**src/rtl/core/lpjfp_pkg.sv**
```systemverilog
`timescale 1ns / 1ps
// ----------------------------------------------------------------------------
// lpjfp_pkg: shared types and constants of the joint frame parser
// Holds the frame constants and the structs passed between the front end
// and the back end.
// ----------------------------------------------------------------------------
package lpjfp_pkg;

  localparam logic [7:0] HEADER_BYTE  = 8'h4E;
  localparam logic [3:0] RESULT_LIMIT = 4'd8;
  localparam int         LANES        = 4;

  localparam logic STATUS_OK       = 1'b0;
  localparam logic STATUS_LEN_ERR  = 1'b1;

  // One completed frame handed from the front end to the back end.
  typedef struct packed {
    logic       err;
    logic       bank;
    logic [3:0] jc;
  } job_t;

  // Back end tells the front end that a payload bank has been drained.
  typedef struct packed {
    logic valid;
    logic bank;
  } release_t;

endpackage

```
**src/rtl/core/lpjfp_ram.sv**
```systemverilog
`timescale 1ns / 1ps
// ----------------------------------------------------------------------------
// lpjfp_ram: generic single-write, single-read RAM
// One write port and one read port with registered read data.
// ----------------------------------------------------------------------------
module lpjfp_ram #(
  parameter int WIDTH = 8,
  parameter int DEPTH = 16
) (
  input  logic                     clk,
  input  logic                     wr_en,
  input  logic [$clog2(DEPTH)-1:0] wr_addr,
  input  logic [WIDTH-1:0]         wr_data,
  input  logic                     rd_en,
  input  logic [$clog2(DEPTH)-1:0] rd_addr,
  output logic [WIDTH-1:0]         rd_data
);

  logic [WIDTH-1:0] mem [DEPTH];

  always_ff @(posedge clk) begin
    if (wr_en) begin
      mem[wr_addr] <= wr_data;
    end
    if (rd_en) begin
      rd_data <= mem[rd_addr];
    end
  end

endmodule

```
**src/rtl/core/lpjfp_front.sv**
```systemverilog
`timescale 1ns / 1ps
// ----------------------------------------------------------------------------
// lpjfp_front: byte parser of the joint frame parser
// Hunts for the header, takes the length, writes payload bytes into the
// active bank of the payload RAM and queues one job per completed frame.
// ----------------------------------------------------------------------------
module lpjfp_front import lpjfp_pkg::*; #(
  parameter int MAX_JOINTS = 8
) (
  input  logic                   clk,
  input  logic                   rst,
  input  logic [7:0]             rx_byte,
  input  logic                   in_valid,
  output logic                   in_stall,
  input  logic                   cfg_write,
  input  logic [3:0]             cfg_data,
  input  logic                   q_full,
  output logic                   push,
  output job_t                   push_job,
  input  release_t               rel,
  output logic [LANES-1:0]       ram_we,
  output logic [(MAX_JOINTS > 1 ? $clog2(MAX_JOINTS) : 1):0] ram_addr,
  output logic [7:0]             ram_data
);

  localparam int JW = (MAX_JOINTS > 1) ? $clog2(MAX_JOINTS) : 1;

  typedef enum logic [2:0] {
    PH_HUNT = 3'b001,
    PH_LEN  = 3'b010,
    PH_PAY  = 3'b100
  } phase_t;

  phase_t     phase;
  logic [3:0] joint_count;
  logic [7:0] payload_len;
  logic [7:0] byte_position;
  logic       wbank;
  logic [1:0] bank_busy;
  logic [1:0] bank_busy_next;

  logic       accept;
  logic [5:0] pos_word;
  logic       stored;
  logic [7:0] pos_inc;
  logic       done;
  logic       frame_ok;

  assign in_stall = (phase == PH_PAY) && (bank_busy[wbank] || q_full);
  assign accept   = in_valid && !in_stall;

  assign pos_word = byte_position[7:2];
  assign stored   = pos_word < 6'(MAX_JOINTS);
  assign pos_inc  = byte_position + 8'd1;
  assign done     = pos_inc >= payload_len;

  // A frame is good only when the register fits storage and the result limit.
  assign frame_ok = (joint_count != 4'd0) &&
                    ({2'b00, joint_count} <= 6'(MAX_JOINTS)) &&
                    (joint_count <= RESULT_LIMIT) &&
                    (payload_len == {2'b00, joint_count, 2'b00});

  assign push          = accept && (phase == PH_PAY) && done;
  assign push_job.err  = !frame_ok;
  assign push_job.bank = wbank;
  assign push_job.jc   = joint_count;

  always_comb begin
    for (int k = 0; k < LANES; k++) begin
      ram_we[k] = accept && (phase == PH_PAY) && stored &&
                  (byte_position[1:0] == 2'(k));
    end
  end

  always_comb begin
    bank_busy_next = bank_busy;
    if (rel.valid) begin
      bank_busy_next[rel.bank] = 1'b0;
    end
    if (push && frame_ok) begin
      bank_busy_next[wbank] = 1'b1;
    end
  end

  assign ram_addr = {wbank, pos_word[JW-1:0]};
  assign ram_data = rx_byte;

  always_ff @(posedge clk) begin
    if (rst) begin
      phase         <= PH_HUNT;
      joint_count   <= 4'd6;
      payload_len   <= 8'd0;
      byte_position <= 8'd0;
      wbank         <= 1'b0;
      bank_busy     <= 2'b00;
    end else begin
      if (cfg_write) begin
        joint_count <= cfg_data;
      end
      bank_busy <= bank_busy_next;
      if (push && frame_ok) begin
        wbank <= !wbank;
      end
      if (accept) begin
        case (phase)
          PH_LEN: begin
            payload_len   <= rx_byte;
            byte_position <= 8'd0;
            phase         <= (rx_byte != 8'd0) ? PH_PAY : PH_HUNT;
          end
          PH_PAY: begin
            byte_position <= pos_inc;
            if (done) begin
              phase <= PH_HUNT;
            end
          end
          default: begin
            phase <= (rx_byte == HEADER_BYTE) ? PH_LEN : PH_HUNT;
          end
        endcase
      end
    end
  end

endmodule

```
**src/rtl/core/lpjfp_fifo.sv**
```systemverilog
`timescale 1ns / 1ps
// ----------------------------------------------------------------------------
// lpjfp_fifo: two-entry job queue
// Decouples the byte parser from the result sequencer.
// ----------------------------------------------------------------------------
module lpjfp_fifo import lpjfp_pkg::*; (
  input  logic clk,
  input  logic rst,
  input  logic push,
  input  job_t push_job,
  input  logic pop,
  output job_t head,
  output logic empty,
  output logic full
);

  job_t       entries [2];
  logic       wr_ptr;
  logic       rd_ptr;
  logic [1:0] count;

  assign head  = entries[rd_ptr];
  assign empty = (count == 2'd0);
  assign full  = (count == 2'd2);

  always_ff @(posedge clk) begin
    if (push) begin
      entries[wr_ptr] <= push_job;
    end
  end

  always_ff @(posedge clk) begin
    if (rst) begin
      wr_ptr <= 1'b0;
      rd_ptr <= 1'b0;
      count  <= 2'd0;
    end else begin
      if (push) begin
        wr_ptr <= !wr_ptr;
      end
      if (pop) begin
        rd_ptr <= !rd_ptr;
      end
      case ({push, pop})
        2'b10:   count <= count + 2'd1;
        2'b01:   count <= count - 2'd1;
        default: count <= count;
      endcase
    end
  end

endmodule

```
**src/rtl/core/lpjfp_back.sv**
```systemverilog
`timescale 1ns / 1ps
// ----------------------------------------------------------------------------
// lpjfp_back: result sequencer of the joint frame parser
// Takes one job at a time, reads the stored joint words and presents one
// result per joint, or one length error result.
// ----------------------------------------------------------------------------
module lpjfp_back import lpjfp_pkg::*; #(
  parameter int MAX_JOINTS = 8
) (
  input  logic        clk,
  input  logic        rst,
  input  job_t        head,
  input  logic        q_empty,
  output logic        pop,
  output logic        rd_en,
  output logic [(MAX_JOINTS > 1 ? $clog2(MAX_JOINTS) : 1):0] rd_addr,
  input  logic [31:0] rd_data,
  output release_t    rel,
  output logic [2:0]  joint_index,
  output logic [31:0] position_bits,
  output logic        frame_status,
  output logic        last,
  output logic        out_valid,
  input  logic        out_stall
);

  localparam int JW = (MAX_JOINTS > 1) ? $clog2(MAX_JOINTS) : 1;

  typedef enum logic [2:0] {
    BK_IDLE = 3'b001,
    BK_READ = 3'b010,
    BK_SEND = 3'b100
  } bk_state_t;

  bk_state_t  state;
  job_t       cur;
  logic [2:0] idx;
  logic [2:0] idx_next;
  logic       sent;

  assign out_valid = (state == BK_SEND);
  assign sent      = (state == BK_SEND) && !out_stall;
  assign pop       = (state == BK_IDLE) && !q_empty;
  assign idx_next  = idx + 3'd1;

  assign rel.valid = sent && last && !cur.err;
  assign rel.bank  = cur.bank;

  always_comb begin
    rd_en   = 1'b0;
    rd_addr = {head.bank, JW'(0)};
    case (state)
      BK_IDLE: begin
        rd_en   = pop && !head.err;
        rd_addr = {head.bank, JW'(0)};
      end
      BK_SEND: begin
        rd_en   = sent && !last;
        rd_addr = {cur.bank, JW'(idx_next)};
      end
      default: begin
        rd_en = 1'b0;
      end
    endcase
  end

  always_ff @(posedge clk) begin
    if (rst) begin
      state <= BK_IDLE;
    end else begin
      case (state)
        BK_IDLE: begin
          if (pop) begin
            state <= head.err ? BK_SEND : BK_READ;
          end
        end
        BK_READ: begin
          state <= BK_SEND;
        end
        BK_SEND: begin
          if (sent) begin
            state <= last ? BK_IDLE : BK_READ;
          end
        end
        default: begin
          state <= BK_IDLE;
        end
      endcase
    end
  end

  // Payload registers of the current job and of the result on show.
  always_ff @(posedge clk) begin
    case (state)
      BK_IDLE: begin
        if (pop) begin
          cur           <= head;
          idx           <= 3'd0;
          joint_index   <= 3'd0;
          position_bits <= 32'd0;
          frame_status  <= STATUS_LEN_ERR;
          last          <= 1'b1;
        end
      end
      BK_READ: begin
        joint_index   <= idx;
        position_bits <= rd_data;
        frame_status  <= STATUS_OK;
        last          <= ({1'b0, idx} + 4'd1) == cur.jc;
      end
      BK_SEND: begin
        if (sent && !last) begin
          idx <= idx_next;
        end
      end
      default: begin
        idx <= idx;
      end
    endcase
  end

endmodule

```
**src/rtl/core/length_prefixed_joint_frame_parser_top.sv**
```systemverilog
`timescale 1ns / 1ps
// ----------------------------------------------------------------------------
// length_prefixed_joint_frame_parser_top: serial joint frame parser
// Parses header / length / payload byte frames and reports one position bit
// pattern per joint, or one length error result per bad frame.
//
// Channel  | Valid      | Stall      | Payload
// ---------+------------+------------+-----------------------------------------
// input    | in_valid   | in_stall   | rx_byte
// output   | out_valid  | out_stall  | joint_index, position_bits,
//          |            |            | frame_status, last
// config   | cfg_write  | none       | cfg_data (joint count)
//
// The parser takes one byte per cycle. A payload byte is held off while both
// payload RAM banks hold frames not yet drained, or the two-entry job queue
// is full. Each joint result of the sequencer is preceded by a registered
// RAM read in a state of its own. Reset is synchronous and needs no clearing
// pass; joint count resets to six. Output stalls only slow the sequencer
// until both banks or the job queue fill.
// ----------------------------------------------------------------------------
module length_prefixed_joint_frame_parser_top import lpjfp_pkg::*; #(
  parameter int MAX_JOINTS = 8
) (
  input  logic        clk,
  input  logic        rst,
  input  logic [7:0]  rx_byte,
  input  logic        in_valid,
  output logic        in_stall,
  input  logic        cfg_write,
  input  logic [3:0]  cfg_data,
  output logic [2:0]  joint_index,
  output logic [31:0] position_bits,
  output logic        frame_status,
  output logic        last,
  output logic        out_valid,
  input  logic        out_stall
);

  localparam int JW    = (MAX_JOINTS > 1) ? $clog2(MAX_JOINTS) : 1;
  localparam int DEPTH = 2 ** (JW + 1);

  logic              push;
  job_t              push_job;
  job_t              head;
  logic              q_empty;
  logic              q_full;
  logic              pop;
  release_t          rel;
  logic [LANES-1:0]  ram_we;
  logic [JW:0]       ram_addr;
  logic [7:0]        ram_data;
  logic              rd_en;
  logic [JW:0]       rd_addr;
  logic [31:0]       rd_data;

  lpjfp_front #(.MAX_JOINTS(MAX_JOINTS)) u_front (
    .clk       (clk),
    .rst       (rst),
    .rx_byte   (rx_byte),
    .in_valid  (in_valid),
    .in_stall  (in_stall),
    .cfg_write (cfg_write),
    .cfg_data  (cfg_data),
    .q_full    (q_full),
    .push      (push),
    .push_job  (push_job),
    .rel       (rel),
    .ram_we    (ram_we),
    .ram_addr  (ram_addr),
    .ram_data  (ram_data)
  );

  lpjfp_fifo u_fifo (
    .clk      (clk),
    .rst      (rst),
    .push     (push),
    .push_job (push_job),
    .pop      (pop),
    .head     (head),
    .empty    (q_empty),
    .full     (q_full)
  );

  // One byte lane per RAM; lane k holds bits 8k+7..8k of each joint word.
  for (genvar k = 0; k < LANES; k++) begin : g_lane
    lpjfp_ram #(.WIDTH(8), .DEPTH(DEPTH)) u_ram (
      .clk     (clk),
      .wr_en   (ram_we[k]),
      .wr_addr (ram_addr),
      .wr_data (ram_data),
      .rd_en   (rd_en),
      .rd_addr (rd_addr),
      .rd_data (rd_data[8*k +: 8])
    );
  end

  lpjfp_back #(.MAX_JOINTS(MAX_JOINTS)) u_back (
    .clk           (clk),
    .rst           (rst),
    .head          (head),
    .q_empty       (q_empty),
    .pop           (pop),
    .rd_en         (rd_en),
    .rd_addr       (rd_addr),
    .rd_data       (rd_data),
    .rel           (rel),
    .joint_index   (joint_index),
    .position_bits (position_bits),
    .frame_status  (frame_status),
    .last          (last),
    .out_valid     (out_valid),
    .out_stall     (out_stall)
  );

endmodule
```
**config.mk**
```make
export PLATFORM = sky130hd
export DESIGN_NAME = length_prefixed_joint_frame_parser_top
export DESIGN_NICKNAME = d
export VERILOG_FILES = /design/src/rtl/core/lpjfp_pkg.sv /design/src/rtl/core/lpjfp_ram.sv /design/src/rtl/core/lpjfp_front.sv /design/src/rtl/core/lpjfp_fifo.sv /design/src/rtl/core/lpjfp_back.sv /design/src/rtl/core/length_prefixed_joint_frame_parser_top.sv
export SDC_FILE = /design/constraint.sdc
export NUM_CORES = 1
export LEC_CHECK = 0
export ABC_CLOCK_PERIOD_IN_PS = 6600
export BUFFER_PORTS_ARGS = -buffer_cell sky130_fd_sc_hd__buf_4
export CORE_MARGIN = 8
export CORE_UTILIZATION = 55
export DETAILED_ROUTE_END_ITERATION = 10
export PLACE_DENSITY = 0.7
export REMOVE_ABC_BUFFERS = 1
export SLEW_MARGIN = 20
export SYNTH_ARGS = -nofsm -noshare
export SYNTH_HDL_FRONTEND = slang
export SYNTH_SLANG_ARGS = --single-unit
```
**constraint.sdc**
```tcl
create_clock -name clk -period 6.6 [get_ports clk]
set_input_delay 0.99 -clock clk [delete_from_list [all_inputs] [get_ports clk]]
set_output_delay 0.99 -clock clk [all_outputs]
set_load 0.01 [all_outputs]
```
Word-level counts from Yosys, hierarchy flattened
Memory sizes are Yosys's and may differ from the RTL's. A register that Yosys moved wholly into a read port is not among the register bits.
Index checks and enable logic that the tools add are counted.
Storage, ports and cells
  register bits: 79
  memory bits (writable): 524
  logic and storage cells: 146
  memories: 5
Memories
  g_lane[0].u_ram.mem: words 16, bits a word 8, read ports 1, clocked after Yosys merged registers in 1, write ports 1, line lpjfp_ram.sv:19  | logic [WIDTH-1:0] mem [DEPTH];
  g_lane[1].u_ram.mem: words 16, bits a word 8, read ports 1, clocked after Yosys merged registers in 1, write ports 1, line lpjfp_ram.sv:19
  g_lane[2].u_ram.mem: words 16, bits a word 8, read ports 1, clocked after Yosys merged registers in 1, write ports 1, line lpjfp_ram.sv:19
  g_lane[3].u_ram.mem: words 16, bits a word 8, read ports 1, clocked after Yosys merged registers in 1, write ports 1, line lpjfp_ram.sv:19
  u_fifo.entries: words 2, bits a word 6, read ports 1, clocked after Yosys merged registers in 1, write ports 1, line lpjfp_fifo.sv:17  | job_t entries [2];
Operators by class
  add/subtract/negate cells: 5
  magnitude comparators: 8
  equality and inequality tests: 18
  muxes and demuxes: 42
  bitwise logic cells: 3
  reduce and logical (&&, ||, !) cells: 47
Operators with widths (number)
  case mux 32 bit (2 select lines): 1
  two-way mux 32 bit: 1
  logical AND 1 bit: 21
  two-way mux 3 bit: 7
  case mux 3 bit (2 select lines): 3
  two-way mux 1 bit: 17
  case mux 8 bit (2 select lines): 1
  AND reduction 2 bit: 6
  logical NOT 1 bit: 10
  case mux 3 bit (3 select lines): 1
  adder 8 x 1 -> 8 bit (second input constant): 1
  equality test 2 bit (second input constant): 4
  equality test 8 x 6 -> 1 bit: 1
  equality test 8 x 7 -> 1 bit (second input constant): 1
  >= comparator 8 bit: 1
  <= comparator 4 bit (second input constant): 2
  two-way mux 2 bit: 4
  != test 2 x 1 -> 1 bit (second input constant): 4
  nonzero test 2 bit: 4
  nonzero test 8 bit: 1
  equality test 3 x 2 -> 1 bit (second input constant): 2
  equality test 3 bit (second input constant): 2
  less-than comparator 6 x 4 -> 1 bit (second input constant): 1
  case mux 1 bit (2 select lines): 3
  19 further kinds: 24

Longest topological paths before layout
  depth in word-level cells: 11
  mapped depth: 13

Modules after synthesis
A second synthesis with hierarchy kept.
Second synthesis, totals
  cell total of the unflattened synthesis: 1295
  area, all modules: 25214.2 sq um
By module, submodules not included
  lpjfp_ram: times used 4, cells each 229, area an instance 5227.5 sq um
  lpjfp_back: times used 1, cells each 126, area an instance 1984.4 sq um
  lpjfp_front: times used 1, cells each 212, area an instance 1682.9 sq um
  lpjfp_fifo: times used 1, cells each 41, area an instance 636.9 sq um

Worst setup path after synthesis
OpenSTA, ideal clock, no wires.
  path type: register to register
  start point: register u_back.state[2]
  end point: register g_lane[0].u_ram.rd_data[0], read port of g_lane[0].u_ram.mem (enable)
  library setup time: 0.472 ns
  arrival time: 3.541 ns
  slack: 2.587 ns
  cell stages (with the launch flop): 5
  buffers on the path: 2
  cells stage by stage: dfxtp_1 -> or3b_1 -> buf_2 -> clkbuf_1 -> o32ai_1
Between the ends
  longest elaborated chain between the ends: 4
  elaborated cells between the ends (all ways): 8
  classes of those cells: eq/ne: 2; mux: 2; reduce/logical: 4
RTL lines
  start, declared: line lpjfp_back.sv:35  | bk_state_t state;
  start signal, assigned: line lpjfp_back.sv:74  | state <= head.err ? BK_SEND : BK_READ;
  start signal, assigned: line lpjfp_back.sv:82  | state <= last ? BK_IDLE : BK_READ;
  equality test 3 bit / equality test 3 x 1 -> 1 bit (equally long branches): line lpjfp_back.sv:42, lpjfp_back.sv:52, lpjfp_back.sv:43
  logical AND 1 bit (on tied branches): line lpjfp_back.sv:42, lpjfp_back.sv:43
  logical AND 1 bit (on tied branches): line lpjfp_back.sv:58, lpjfp_back.sv:54
  case mux 1 bit (2 select lines) *: line lpjfp_back.sv:52  | case (state)
  named net g_lane[0].u_ram.rd_en: line lpjfp_ram.sv:14  | input logic rd_en,
  end, declared: line lpjfp_ram.sv:16  | output logic [WIDTH-1:0] rd_data
The timed path passes the listed nets; every way through them passes the cells marked *.
A chain may end at the register's enable or synchronous reset.

Worst setup path after layout
  start point: register u_front.wbank
  end point: memory g_lane[0].u_ram.mem[4][5] (enable)
Between the ends
  longest elaborated chain between the ends: 11
RTL lines
  start, declared: line lpjfp_front.sv:38  | logic wbank;
  start signal, assigned: line lpjfp_front.sv:102  | wbank <= !wbank;
  two-way mux 1 bit (implied by the code) (2 in a row): line lpjfp_front.sv:49  | assign in_stall = (phase == PH_PAY) && (bank_busy[wbank] || q_full);
  logical OR 1 bit: line lpjfp_front.sv:49
  logical AND 1 bit: line lpjfp_front.sv:49
  logical NOT 1 bit: line lpjfp_front.sv:50  | assign accept = in_valid && !in_stall;
  logical AND 1 bit: line lpjfp_front.sv:50
  logical AND 1 bit (3 in a row): line lpjfp_front.sv:70  | ram_we[k] = accept && (phase == PH_PAY) && stored &&
  two-way mux 1 bit: line lpjfp_ram.sv:22  | if (wr_en) begin
  two-way mux 1 bit (implied by the code): line lpjfp_ram.sv:23  | mem[wr_addr] <= wr_data;
  end, declared: line lpjfp_ram.sv:19
Several ways; a longest one is shown, not always the timed one. The select of a mux whose other input is x is not followed.

==> flow_summary.yaml <==
floorplan:
  io_pins: 56
  rows: 78
  die_y_um: 231
  fp.coreArea_um2: 45500
  start_util_pct: 55.8
  fp.dieW_um: 231
  die_area_um2: 53300
global_route:
  gr-total-overflow: 0
  gr-usage-all-layers_pct: 22.4
  grt_first_pass_wirelength_um: 89500
  antenna_found_initial: 0
  grt_start_max_net_pins: 98
  grt_pass1_vias: 14500
sta:
  relSlewSlack_pct: 27.3
  skew_ns: 0.0200
  layout_min_cycle_time_ns: 3.88
  rsz0062_at_grt: "no"
  hold_violations: 0
  final.period_utilization_pct: 58.8
  holdWs_ns: 0.471
  worstMarginPinSlew_ns: 1.09
  finalMaxSlewViolations: 0
  finalSetupViolCount: 0
  fmax_mhz: 258
route:
  vias: 14800
  drtPass1Iterations: 5
  postRouteAntennaNets: 0
  routed_wl_um: 60500
  vias_per_cell: 6.16
  drt_iter0_markers: 1633
  post_drt_wl_per_cell_um: 25.3
  route.detailed.drc: 0
power:
  pwr-share-comb_pct: 2.0
  design_power_total_mw: 7.80
  sequentialPowerShare_pct: 56.8
  intPower_mw: 6.25
  power_density_nw_per_um2: 277
  ir_drop_v: 0.000175
  switchingPower_mw: 1.55
  clkPwrFrac_pct: 41.3
  leakage_nw: 8.57
  switching_share_pct: 19.8
clock_tree:
  hold_buffers: 0
  cts_resized: 0
  clkSlewWorstSetupHoldPaths_ns: 0.06
  post_cts_buffers: 0
  cts_buffers: 60
  cts_root_buf: "clkbuf_16"
  cts_tree: "yes"
  insertion_delay_ns: 0.62
  cts_buffer_depth: 3
  clock_sinks: 636
  cts.htree.levels: 2
setup_path:
  crit_type: "reg -> reg"
  reg2reg_to: "g_lane[0].u_ram.mem[4][5]"
  r2r_setup_slack_ns: 2.72
  setup.worst_path.start: "u_front.wbank"
  crit_end: "g_lane[0].u_ram.mem[4][5]"
  reg2regPathDepth: 5
  cp-start-kind: "flip-flop"
  worstPathRequired_ns: 6.84
  crit_fanout: 16
  worstPathArrival_ns: 4.12
  r2r_start: "u_front.wbank"
  cp-end-kind: "flip-flop"
synth:
  synth_compound_area_share_pct: 9.11
  async_flop_share_pct: 0
  synth_cells: 1723
  ys.flop_type: "edfxtp_1"
  yosys.area.top_type: "edfxtp_1"
  synth-xor-area-share_pct: 0.587
  synthAdderAreaFrac_pct: 0.690
  synth.avg_cell_area_um2: 14.7
  synthMuxAreaShare_pct: 4.10
  ys_ff_latch: 636
  synth_edf_count: 602
  yosysSeqAreaShare_pct: 73.9
  ys_warn_count: 0
  synth_top_family_by_area: "simple AND/OR/NAND/NOR gates"
  synth.area.top_cells: "edfxtp_1 (71%), mux2i_1 (3.8%), dfxtp_1 (2.7%)"
  syn_area_um2: 25400
  yosysUniqueCellTypes: 55
  synth_top_area_share_pct: 71.2
  synthSimpleGateAreaFrac_pct: 9.44
final_layout:
  finalInstanceArea_um2: 28100
  multi_input_area_um2: 6140
  fillers: 3388
  areaGrowthSynthToFinish_pct: 10.8
  utilization_pct: 61.8
  final-seq-area_um2: 18800
  antenna_cells: 0
  drive_above_1_share_pct: 9.91
  fin_nets: 1781
placement:
  gp_congestion: 0.843
  dpl-instance-area_um2: 26300
  portBuffers: 55
  hpwl_um: 35300
hold_path:
  holdPathStages: 2
  hold_path.class: "reg -> reg"
outcome:
  outcome: "finished clean"
flow_run:
  drv_cap: 0
==> worst max-delay path: stages, from the launching register on <==
cell and delay, ns:
dfxtp_1 0.56, mux2i_1 0.32, nand4_1 0.43, nor4_1 0.72, nand2_1 0.70, nor2_1 0.77
==> synth_stat cells (2+ instances only) <==
master	number
inv_2	2
o21ai_1	2
or4_1	3
nor2_1	85
mux2i_1	96
o31ai_1	3
nor4_1	5
buf_1	6
o22a_1	38
and2_1	37
o2111ai_1	58
dfxtp_1	34
and3_1	3
buf_4	3
nor3b_1	5
nand2_1	164
inv_1	17
o21ai_0	71
xnor2_1	8
mux2_2	7
a32o_1	2
nand3b_1	2
a22oi_1	26
nand3_1	76
nor2b_1	32
o22ai_1	4
a211oi_1	28
clkbuf_1	72
or3_1	4
xor2_1	9
nor3_1	6
a32oi_1	32
ha_1	14
edfxtp_1	602
a21oi_1	53
nand2b_1	63
buf_2	33
==> per-layer routing <==
layer  vias up  track usage (%)  part of all wire, %
met5         -                0                    0
met4         0             8.79                  3.4
met3       116             3.72                  7.8
met2       687             37.1                   48
met1      7303             29.5                   41
li1       6659                -                    -
==> worst min path at each step <==
stage                      startpoint  slack [ns]                     end
2_1_floorplan  u_front.payload_len[6]        0.44  u_front.payload_len[6]
3_3_place_gp   u_front.payload_len[7]        0.46  u_front.payload_len[7]
3_5_place_dp   u_front.payload_len[7]        0.46  u_front.payload_len[7]
6_report       u_front.payload_len[7]        0.47  u_front.payload_len[7]
4_1_cts        u_front.payload_len[7]        0.47  u_front.payload_len[7]
5_1_grt        u_front.payload_len[0]        0.51  u_front.payload_len[0]
==> state kept, by name, indices dropped and copies added, names as in the netlist, 2 cells and up, named ones only <==
register / cells
g_lane.u_ram.mem: 512
g_lane.u_ram.rd_data: 32
u_back.cur: 5
u_back.idx: 3
u_back.joint_index: 3
u_back.position_bits: 32
u_back.state: 3
u_fifo.count: 2
u_fifo.entries: 12
u_front.bank_busy: 2
u_front.byte_position: 8
u_front.joint_count: 4
u_front.payload_len: 8
u_front.phase: 3
==> power by group through the flow <==
stage | Clock (mW) | Combinational, mW | Sequential [mW]
final | 3.22 | 0.154 | 4.43
after global routing | 3.40 | 0.163 | 4.43
after CTS | 3.25 | 0.154 | 4.43
after detailed placement | 0 | 0.153 | 4.51
after global placement | 0 | 0.152 | 4.51
after floorplan | 0 | 0.0424 | 4.51
==> layout make-up <==
type / instances / share of cell area [%]
Timing Repair Buffer: 79 / 2.12
Inverter: 19 / 0.254
Sequential cell: 636 / 66.7
Clock buffer: 77 / 5.64
Clock inverter: 31 / 0.792
Multi-Input combinational cell: 954 / 21.8
Tap cell: 600 / 2.67
==> cells by family (layout without fill, tap and decap cells) <==
group	after synthesis	in the layout
flip-flops	636	636
AND/OR/NAND/NOR	493	493
AO/OA/AOI/OAI	327	327
buffers and inverters	133	206
multiplexers	103	103
XOR/XNOR	17	17
adder cells (fa/ha/maj)	14	14
==> stage by stage <==
stage | cells | TNS, ns | setup slack (ns)
2_1_floorplan | 1609 | -181.53 | -5.88
6_report | 2396 | 0 | 2.72
5_1_grt | 2396 | 0 | 2.42
4_1_cts | 2395 | 0 | 2.75
3_3_place_gp | 2287 | 0 | 2.59
3_5_place_dp | 2287 | 0 | 2.55
==> cells in the final DEF (no fill, tap or decap), drive strengths merged, types with 5 or more instances in the layout <==
cell type	count
edfxtp	602
nand2	164
mux2i	96
nor2	85
buf	79
clkbuf	77
nand3	76
o21ai	73
nand2b	63
o2111ai	58
a21oi	53
o22a	38
and2	37
dfxtp	34
nor2b	32
a32oi	32
a211oi	28
a22oi	26
clkinv	24
inv	21
ha	14
xor2	9
xnor2	8
mux2	7
nor3	6
nor4	5
nor3b	5
Note: power is estimated with default switching activity, not from simulation.
